**src/hdl/vdis_pkg.sv**
```systemverilog
// Shared constants and types of the view depth insertion sorter.
// No dependencies; imported by every module of the block.
package vdis_pkg;

   localparam int MAX_ENTRIES = 32;
   localparam int CNT_W       = $clog2(MAX_ENTRIES + 1);
   localparam int ID_W        = 16;
   localparam int DEPTH_W     = 32;
   localparam int COEF_W      = 32;
   localparam int POS_W       = 32;
   localparam int PROD_W      = COEF_W + POS_W;
   localparam int REQ_DATA_W  = ID_W + 3 * POS_W;
   localparam int RSP_DATA_W  = ID_W + DEPTH_W;
   localparam int CSR_IDX_W   = 3;

   localparam logic [CSR_IDX_W-1:0] CSR_VIEW_ZX = 3'd0;
   localparam logic [CSR_IDX_W-1:0] CSR_VIEW_ZY = 3'd1;
   localparam logic [CSR_IDX_W-1:0] CSR_VIEW_ZZ = 3'd2;
   localparam logic [CSR_IDX_W-1:0] CSR_VIEW_ZT = 3'd3;

   // 1.0 in Q16.16
   localparam logic signed [COEF_W-1:0] VIEW_ZZ_RESET = 32'sd65536;

   typedef struct packed {
      logic signed [COEF_W-1:0] zx;
      logic signed [COEF_W-1:0] zy;
      logic signed [COEF_W-1:0] zz;
      logic signed [COEF_W-1:0] zt;
   } view_row_type;

   typedef struct packed {
      logic                      valid;
      logic [ID_W-1:0]           id;
      logic signed [DEPTH_W-1:0] depth;
   } entry_type;

   typedef struct packed {
      logic                      insert;
      logic                      shift;
      logic [ID_W-1:0]           new_id;
      logic signed [DEPTH_W-1:0] new_depth;
   } cell_ctl_type;

endpackage

```
**src/hdl/vdis_cell.sv**
```systemverilog
// One slot of the sorted insertion chain.
// Depends on vdis_pkg.
module vdis_cell
   import vdis_pkg::*;
(
   input  logic         clock,
   input  logic         reset,
   input  cell_ctl_type ctl,
   input  entry_type    prev_entry,
   input  logic         prev_keep,
   input  entry_type    next_entry,
   output entry_type    entry,
   output logic         keep
);

   entry_type entry_ff, entry_in;

   // keep: this slot stays put because it is strictly shallower than the new item
   assign keep = entry_ff.valid && (entry_ff.depth < ctl.new_depth);

   always_comb begin
      entry_in = entry_ff;
      if (ctl.insert) begin
         if (keep) begin
            entry_in = entry_ff;
         end else if (prev_keep) begin
            entry_in.valid = 1'b1;
            entry_in.id    = ctl.new_id;
            entry_in.depth = ctl.new_depth;
         end else begin
            entry_in = prev_entry;
         end
      end else if (ctl.shift) begin
         entry_in = next_entry;
      end
   end

   always_ff @(posedge clock) begin
      if (reset) begin
         entry_ff.valid <= 1'b0;
      end else begin
         entry_ff <= entry_in;
      end
   end

   assign entry = entry_ff;

endmodule

```
**config.mk**
```make
export PLATFORM = sky130hd
export DESIGN_NAME = vdis_cell
export DESIGN_NICKNAME = d
export VERILOG_FILES = /design/src/hdl/vdis_pkg.sv /design/src/hdl/vdis_cell.sv
export SDC_FILE = /design/constraint.sdc
export NUM_CORES = 1
export LEC_CHECK = 0
export ABC_AREA = 1
export BUFFER_PORTS_ARGS = -buffer_cell sky130_fd_sc_hd__buf_2
export CORE_ASPECT_RATIO = 0.6
export CORE_MARGIN = 10
export CORE_UTILIZATION = 48
export DETAILED_ROUTE_END_ITERATION = 6
export GPL_TIMING_DRIVEN = 0
export PLACE_DENSITY_LB_ADDON = 0.05
export SYNTH_ARGS = -nofsm -noshare
export SYNTH_HDL_FRONTEND = slang
export SYNTH_SLANG_ARGS = --single-unit
```
**constraint.sdc**
```tcl
create_clock -name clock -period 7.8 [get_ports clock]
set_clock_uncertainty 0.2 [all_clocks]
set_input_delay 0.78 -clock clock [delete_from_list [all_inputs] [get_ports clock]]
set_output_delay 0.78 -clock clock [all_outputs]
set_load 0.02 [all_outputs]
```
==> results of run 1 <==
## Yosys cell counts (all sizes together)
| master | number | area (µm²) |
|---|---|---|
| o21ai | 100 | 500 |
| nand2 | 83 | 314 |
| nor2 | 58 | 225 |
| inv | 50 | 188 |
| edfxtp | 48 | 1440 |
| ha | 31 | 388 |
| a21oi | 14 | 96.3 |
| clkbuf | 14 | 63.8 |
| nand3 | 7 | 55.1 |
| buf | 6 | 32.5 |
| nor3 | 3 | 30.0 |
| nand4 | 2 | 18.8 |
| dfxtp | 1 | 20.0 |
| o22ai | 1 | 6.26 |
## cells by family (layout without fill, tap and decap cells)
kind of cell / after synthesis / in the layout / synth area share, %
AO/OA/AOI/OAI: 115 / 115 / 17.8
adder cells (fa/ha/maj): 31 / 31 / 11.5
buffers and inverters: 70 / 278 / 8.40
flip-flops: 49 / 49 / 43.2
AND/OR/NAND/NOR: 153 / 153 / 19.0
## layout make-up
class,instances,share of cell area (%)
Sequential cell,49,31.4
Inverter,50,4.04
Timing Repair Buffer,200,21.9
Buffer,20,2.07
Multi-Input combinational cell,299,35.2
Tap cell,87,2.34
Clock inverter,3,0.377
Clock buffer,5,2.69
## worst reg2reg max path, cell delays in order, from the launching register on
cell	delay [ns]
edfxtp_1	0.42
ha_1	0.31
a21oi_1	0.17
o21ai_1	0.10
a21oi_2	0.14
nand2_1	0.08
nand2_1	0.08
nand3_1	0.11
nand4_2	0.12
nand3_1	0.09
inv_2	0.27
buf_12	0.28
## power groups by stage
stage          Clock [mW]  Sequential (mW)  Combinational [mW]
2_1_floorplan           0            0.356              0.0883
3_3_place_gp            0            0.331               0.194
3_5_place_dp            0            0.331               0.202
4_1_cts             0.219            0.325               0.204
5_1_grt             0.231            0.328               0.227
6_report            0.216            0.325               0.202
## metrics by stage
step                area (µm²)  hold WS, ns
floorplan                 3380        0.470
global placement          4480        0.398
finish                    4650        0.447
CTS                       4650        0.439
global route              4650        0.514
detailed placement        4500        0.421
## path summary, 6_finish.rpt
kind,start,endpoint,slack (ns),cells after the start
min reg2reg,entry[48],entry[48],0.45,4
max reg2reg,entry[11],entry[27],5.11,11
min,entry[48],entry[48],0.45,4
max,ctl[3],keep,4.53,15
## routing by layer
| metal | track usage, % | part of all wire, % | vias to the layer above |
|---|---|---|---|
| met3 | 9.01 | 12 | 12 |
| met1 | 23.5 | 39 | 1623 |
| met5 | 0 | 0 | - |
| li1 | - | - | 1813 |
| met2 | 35.3 | 48 | 176 |
| met4 | 5.19 | 1.3 | 0 |
==> flow_metrics.tcl, run 1 <==
set metrics [dict create \
    netSwitchingFraction_pct 30.7 \
    finish.utilization_pct 68.7 \
    number_of_max_capacitance_violations_reported 0 \
    holdCritPathClass "reg -> reg" \
    layout.cells.most_common_list "buf_2, o21ai_0, nand2_1" \
    drt-pass1-iter-count 4 \
    finalHoldViolCount 0 \
    worst_ep_required_time_ns 6.82 \
    internal-power_mw 0.515 \
    boundary_pin_count 201 \
    grt_pass1_vias 3712 \
    antenna_found_initial 0 \
    floorplan.die.height_um 85.0 \
    drt-wirelength-per-cell_um 16.7 \
    area_growth_syn_to_layout_pct 37.5 \
    number_of_cts_inserted_buffers 5 \
    total_power_mw 0.743 \
    run_status "finished clean" \
    gp_congestion 0.816 \
    worst_setup_path_end_kind "output pin" \
    layout_commonest_cell "buf_2" \
    grt_remaining_overflow 0 \
    clock_insertion_delay_worst_skew_ns 0.29 \
    post_cts_hold_buffer_count 0 \
    antenna_left 0 \
    critPathBufInv 4 \
    cts_tree "built" \
    setup_viol 0 \
    netlist_instances 418 \
    clock_tree.buffer_depth 2 \
    design.final.nets 807 \
    root_buffer "clkbuf_16" \
    die_outline_area_um2 10900 \
    final.min_clock_period_ns 3.27 \
    post-route-drc-count 0 \
    final.setup.worst_slack_ns 4.53 \
    drv_slew 0 \
    dpl_worst_slack_ns 4.54 \
    post_drt_via_cell_ratio 5.08 \
    power_switching_mw 0.228 \
    power_density_nw_per_um2 160 \
    n_antenna_cell 0 \
    clkTransAtPathRegs_ns 0.07 \
    worstSetupStartpointType "input port" \
    initial_utilization_pct 50.0 \
    core_um2 6760 \
    postCtsResizedCells 0 \
    tns_ns 0 \
    synth_nets 600 \
    grt_pass1_wl_um 18500 \
    synth_seq_area_share_pct 43.2 \
    critical_path.cell_chain "buf_2 > inv_1 > ha_1 > a21oi_1 > nand2_1 > nand2_1 > nand2_1 > nand2_1 > nand2_1 > nand2_1 > nand2_1 > nand2_1 > inv_1 > nor3_2 > buf_2" \
    detail_route.wirelength_um 11900 \
    finish.cell_count_without_fillers 713 \
    initialDrtViolationCount 252 \
    part_of_the_power_in_combinational_logic_pct 27.2 \
    crit_type "in -> out" \
    vdd.ir_drop.worst_uv 98.8 \
    cts.sink_count 49 \
    ctsHtreeMaxLevel 2 \
    num_rows 23 \
    drive_gt1_share_pct 37.7 \
    crit_path_max_fanout 2 \
    worst-slew-pin-transition_ns 0.502 \
    number_of_port_buffers 199 \
    clock_power_share_pct 29.0 \
    placed_cells 705 \
    grt_start_max_net_pins 37 \
    period_share_pct 41.9 \
    die-width_um 128 \
    buffers_inserted_by_post_cts_timing_repair 0 \
    power.sequential.fraction_pct 43.8 \
    yosysUniqueCellTypes 25 \
    critPathMostFrequentCell "nand2_1" \
    slew_headroom_pct 66.6 \
    timing.critical_path.max_delay_family "simple AND/OR/NAND/NOR gates" \
    final-seq-area_um2 1460 \
    hpwl_um 9820 \
    largest_reg_flops 49 \
    vias 3624 \
    final.fill_count 575 \
    globalRouteTotalUtil_pct 20.8 \
    rsz0062_at_grt "false" \
    timing.critical_path.slowest_stage_cell "ha_1" \
    avgSynthCellArea_um2 8.08 \
    multiInputGateArea_um2 1630 \
    synth-seq-cells 49 \
    power.static_leakage_nw 2.39 \
    worst_path_largest_cell_delay_ns 0.30 \
    synthesis.yosys.warnings 0 \
    synth.cell_area_um2 3380 \
    max_freq_mhz 306 \
    cp.arrival_ns 2.29 \
]
(Power assumes the default switching activity.)
==> run 2: changes to the inputs <==
Settings changed: CORE_UTILIZATION 48 to 44.
Clock period 7.8 ns to 3.3 ns, I/O delays scaled along.
==> run 2 against run 1 <==
Compared with the run above:
- routed wire length down 0.29%
- utilization down 5.0 points
- setup slack worse by 3.9 ns
- cell area up 0.89%
- global-route usage down 1.7 points
- die area up 7.3%
- non-clock buffer count unchanged
- clock power rose to 2.7 times the previous value
- via count down 0.47%
- total power up 140%
- first-iteration DRC count down 7.1%
- register-to-register slack worse by 4.5 ns
- critical path type is now reg -> reg
- largest power group unchanged
- highest routed layer unchanged
==> flow_metrics.tcl, run 2 (synthesis gave the netlist of run 1 again) <==
set metrics [dict create \
    grt_remaining_overflow 0 \
    postCtsResizedCells 0 \
    hpwl_um 9870 \
    post-route-drc-count 0 \
    power_density_nw_per_um2 388 \
    core_um2 7360 \
    cts.sink_count 49 \
    slew_headroom_pct 67.8 \
    drive_gt1_share_pct 37.4 \
    placement.cell_area_um2 4530 \
    clkTransAtPathRegs_ns 0.07 \
    root_buffer "clkbuf_16" \
    clock_insertion_delay_worst_skew_ns 0.29 \
    worst_path_largest_cell_delay_ns 0.39 \
    post_drt_via_cell_ratio 4.94 \
    number_of_cts_inserted_buffers 5 \
    critPathMostFrequentCell "nand2_1" \
    boundary_pin_count 201 \
    drt-wirelength-per-cell_um 16.3 \
    buffers_inserted_by_post_cts_timing_repair 0 \
    layout_commonest_cell "buf_2" \
    finish.cell_count_without_fillers 730 \
    finalHoldViolCount 0 \
    timing.critical_path.slowest_stage_cell "edfxtp_1" \
    number_of_port_buffers 199 \
    n_antenna_cell 0 \
    finish.utilization_pct 63.7 \
    tns_ns 0 \
    total_power_mw 1.82 \
    area_growth_syn_to_layout_pct 38.7 \
    ctsHtreeMaxLevel 2 \
    grt_pass1_wl_um 18100 \
    initial_utilization_pct 45.9 \
    cp.arrival_ns 2.46 \
    crit_path_max_fanout 36 \
    initialDrtViolationCount 234 \
    timing.critical_path.max_delay_family "simple AND/OR/NAND/NOR gates" \
    die_outline_area_um2 11700 \
    setup_viol 0 \
    period_share_pct 81.1 \
    worst-slew-pin-transition_ns 0.483 \
    worstSetupStartpointType "register" \
    rsz0062_at_grt "false" \
    max_freq_mhz 374 \
    worst_setup_path_end_kind "register" \
    post_cts_hold_buffer_count 0 \
    final.min_clock_period_ns 2.68 \
    placed_cells 722 \
    drt-pass1-iter-count 5 \
    largest_reg_flops 49 \
    final_cell_area_um2 4690 \
    worst_ep_required_time_ns 3.08 \
    floorplan.die.height_um 87.9 \
    design.final.nets 807 \
    power.static_leakage_nw 2.40 \
    vdd.ir_drop.worst_uv 246 \
    crit_type "reg -> reg" \
    critPathBufInv 2 \
    final.fill_count 660 \
    cts_tree "built" \
    clock_tree.buffer_depth 2 \
    grt_start_max_net_pins 37 \
    globalRouteTotalUtil_pct 19.1 \
    die-width_um 133 \
    critical_path.cell_chain "ha_1 > a21oi_2 > nor2_1 > nor3_2 > nand2_1 > nand2_1 > nand2_1 > nand2_1 > nand3_1 > nand4_2 > nand3_1 > inv_2 > buf_12" \
    detail_route.wirelength_um 11900 \
    grt_pass1_vias 3643 \
    gp_congestion 0.816 \
    run_status "finished clean" \
    vias 3607 \
    drv_slew 0 \
    antenna_left 0 \
    holdCritPathClass "in -> reg" \
    num_rows 24 \
    number_of_max_capacitance_violations_reported 0 \
    layout.cells.most_common_list "buf_2, o21ai_0, nand2_1" \
    antenna_found_initial 0 \
]
## run 2: changes by cell type in the layout (fill, tap and decap cells not counted), sizes merged
cell,delta
clkinvlp,-1
clkinv,-1
bufinv,+1
clkbuf,+1
## run 2: final timing paths
| check | from | endpoint | cells past startpoint | slack (ns) |
|---|---|---|---|---|
| setup / recovery | entry[5] | entry[32] | 13 | 0.62 |
| hold / removal | next_entry[26] | entry[26] | 3 | 0.12 |
| setup reg to reg | entry[5] | entry[32] | 13 | 0.62 |
| hold reg to reg | entry[48] | entry[48] | 4 | 0.43 |
## run 2: metal layers
metal	GRT usage, %	part of all wire (%)	vias to the layer above
met3	7.66	9.7	9
met5	0	0	-
met1	22.5	42	1622
met2	32.4	48	162
met4	4.33	0.75	0
li1	-	-	1814
## run 2: tightest hold or removal path, cell delays in order
cell	delay (ns)
buf_2	0.07
nand2_1	0.04
o21ai_0	0.05
## run 2: stage by stage
| step | setup slack, ns | hold slack [ns] |
|---|---|---|
| 2_1_floorplan | 0.175 | 0.321 |
| 3_3_place_gp | -0.426 | 0.402 |
| 3_5_place_dp | 0.494 | 0.412 |
| 4_1_cts | 0.580 | 0.114 |
| 5_1_grt | 0.407 | 0.122 |
| 6_report | 0.624 | 0.116 |
## run 2: report_power, final
group | internal, mW | switching [mW]
Sequential | 0.748 | 0.0205
Clock | 0.356 | 0.219
Combinational | 0.191 | 0.285
Total | 1.29 | 0.525
## run 2: cell type report
class,count,area (µm²),share of cell area (%)
Multi-Input combinational cell,299,1630,34.9
Sequential cell,49,1460,31.2
Timing Repair Buffer,200,1020,21.7
Inverter,50,188,4.00
Tap cell,104,130,2.78
Clock buffer,6,129,2.75
Buffer,20,96.3,2.05
Clock inverter,2,33.8,0.721
==> run 3: changes to the inputs <==
Settings changed: ABC_AREA 1 to 0.
Clock period 3.3 ns to 2.77 ns, I/O delays scaled along.
==> run 3 against run 2 <==
Compared with the run above:
- the run now ends with setup timing left
- largest cell class unchanged
- routed wire length shrank 1.8%
- combinational power grew 43%
- non-clock buffer count up 15
- highest routed layer unchanged
- via count is 7.2% lower
- clock-buffer cell count increased by 1
- sequential share of layout area shrank 2.3 points
- critical path depth fell by 4
- utilization is 5.5 points higher
==> flow_metrics.tcl, run 3 <==
set metrics [dict create \
    initial_utilization_pct 45.5 \
    dpl_worst_slack_ns -0.742 \
    hpwl_um 9010 \
    synth_enable_flop_cells 48 \
    worstSetupStartpointType "register" \
    worst_setup_path_end_kind "register" \
    num_rows 24 \
    cp.arrival_ns 2.65 \
    synth_nets 521 \
    failing_checks "setup timing" \
    antenna_left 0 \
    r2r_slack_ns -0.07 \
    power.static_leakage_nw 2.47 \
    clock_tree.buffer_depth 2 \
    root_buffer "clkbuf_16" \
    ctsHtreeMaxLevel 2 \
    number_of_max_capacitance_violations_reported 0 \
    grt_remaining_overflow 0 \
    placed_cells 642 \
    drt-pass1-iter-count 4 \
    worst-slew-pin-transition_ns 0.518 \
    async_flop_share_pct 0 \
    grt_start_max_net_pins 15 \
    avgSynthCellArea_um2 9.80 \
    drive_gt1_share_pct 44.4 \
    setup_viol 43 \
    final.setup.worst_slack_ns -0.0737 \
    worst_r2r_startpoint "entry[6]" \
    netlist_instances 339 \
    cts.sink_count 49 \
    run_status "finished, violations left" \
    holdCritPathClass "in -> reg" \
    crit_path_max_fanout 10 \
    synth_top_cell_area_share_pct 43.4 \
    grt_pass1_wl_um 17500 \
    clock_insertion_delay_worst_skew_ns 0.29 \
    multiInputGateArea_um2 1890 \
    period_share_pct 103 \
    antenna_found_initial 1 \
    number_of_port_buffers 199 \
    core_um2 7300 \
    die-width_um 132 \
    worst_r2r_path_depth 9 \
    layout.cells.most_common_list "buf_2, a21oi_1, nor2_1" \
    timing.critical_path.max_delay_family "compound AO/OA/AOI/OAI gates" \
    cts_tree "built" \
    worstReg2RegEnd "entry[24]" \
    dominant_cell_by_count_in_the_synthesized_netlist "a21oi_1" \
    area_growth_syn_to_layout_pct 52.2 \
    layout_commonest_cell "buf_2" \
    finish.utilization_pct 69.3 \
    die_outline_area_um2 11500 \
    setup.worst_path.end "entry[24]" \
    initialDrtViolationCount 103 \
    vias 3349 \
    floorplan.die.height_um 87.3 \
    post_cts_hold_buffer_count 0 \
    post-route-drc-count 0 \
    boundary_pin_count 201 \
    critPathBufInv 3 \
    final.min_clock_period_ns 2.84 \
    worst_path_largest_cell_delay_ns 0.41 \
    crit_type "reg -> reg" \
    max_freq_mhz 352 \
    synth_area_leaders "edfxtp_1, mux2i_1, ha_1, a21oi_1, nor2_1" \
    drt-wirelength-per-cell_um 17.3 \
    yosysUniqueCellTypes 30 \
    detail_route.wirelength_um 11700 \
    finalHoldViolCount 0 \
    synth_seq_area_share_pct 44.0 \
    synth.cell_area_um2 3320 \
    post_drt_via_cell_ratio 4.98 \
    synthesis.yosys.warnings 0 \
    final-seq-area_um2 1460 \
    timing.critical_path.slowest_stage_cell "edfxtp_1" \
    synth-seq-cells 49 \
    vdd.ir_drop.worst_uv 282 \
    design.final.nets 749 \
    globalRouteTotalUtil_pct 19.0 \
    largest_reg_flops 49 \
    number_of_cts_inserted_buffers 5 \
    synth.top_cells.by_count "a21oi_1, nor2_1, mux2i_1" \
    grt_pass1_vias 3466 \
    yosys.area.top_type "edfxtp_1" \
    rsz0062_at_grt "true" \
    ys.flop_type "edfxtp_1" \
    power_density_nw_per_um2 437 \
    final.fill_count 614 \
    crit_path_start "entry[6]" \
    clkTransAtPathRegs_ns 0.07 \
    finish.cell_count_without_fillers 673 \
    critical_path.cell_chain "ha_1 > nand4_1 > o311a_1 > o41ai_4 > buf_4 > a311oi_4 > buf_6 > nor2_4 > buf_12" \
    slew_headroom_pct 65.5 \
    gp_congestion 0.762 \
    drv_slew 0 \
    crit_cells 9 \
    worst_ep_required_time_ns 2.58 \
]
[run 3: per-layer routing]
layer	track usage [%]	vias up	part of all wire, %
met4	3.82	0	0.69
met1	21.8	1530	42
li1	-	1687	-
met3	7.66	9	8.4
met5	0	-	0
met2	33.2	123	49
[run 3: worst reg2reg max path, stage by stage (launching register included)]
cell and delay (ns):
edfxtp_1 0.41, ha_1 0.32, nand4_1 0.09, o311a_1 0.39, o41ai_4 0.34, buf_4 0.19, a311oi_4 0.13, buf_6 0.19
nor2_4 0.13, buf_12 0.15
[run 3: final cells by class]
cell class / count / area share (%)
multi-input combinational: 244 / 37.5
sequential: 49 / 28.9
timing repair buffer: 218 / 24.5
clock buffer: 7 / 2.62
tap: 104 / 2.57
inverter: 32 / 2.38
buffer: 17 / 1.39
clock inverter: 1 / 0.0990
antenna: 1 / 0.0495
[run 3: how the worst min path moves through the flow]
| stage | startpoint | to | slack, ns | cells past startpoint |
|---|---|---|---|---|
| final | next_entry[45] | entry[45] | 0.10 | 3 |
| after global routing | next_entry[39] | entry[39] | 0.12 | 3 |
| after CTS | next_entry[45] | entry[45] | 0.1 | 3 |
| after global placement | next_entry[30] | entry[30] | 0.39 | 3 |
| after floorplan | next_entry[0] | entry[0] | 0.30 | 2 |
| after detailed placement | next_entry[45] | entry[45] | 0.40 | 3 |
[run 3: through the flow]
stage               TNS, ns  instance area (µm²)  hold slack, ns  power [mW]
global placement     -36.25                 4490           0.394        1.49
CTS                  -0.355                 4870          0.0965        2.18
finish                -2.45                 5050           0.102        2.21
global route          -5.56                 5050           0.116        2.32
detailed placement   -35.57                 4490           0.398        1.51
floorplan            -14.15                 3360           0.303        1.26
[run 3: cells by family (layout without fill, tap and decap cells)]
logic type	count (synthesis)	count (layout)	share of synthesized area (%)
adders and majority gates	31	31	11.7
muxes	49	49	14.8
other	0	1	0
buffers and inverters	49	275	5.73
DFF	49	49	44.0
AOI/OAI and AO/OA	81	81	13.9
and+or+nand+nor	80	83	9.87
[run 3: timing repair]
action                                  CTS  global route
setup buffers                            14             7
gates resized for setup                   9            17
gates cloned                              4             0
pin swaps                                 7             9
endpoints found under the setup margin   49            49
[run 3: where the power goes]
group	switching, mW	internal, mW	total [mW]
Sequential	0.0308	0.891	0.922
Clock	0.271	0.335	0.606
Combinational	0.365	0.317	0.682
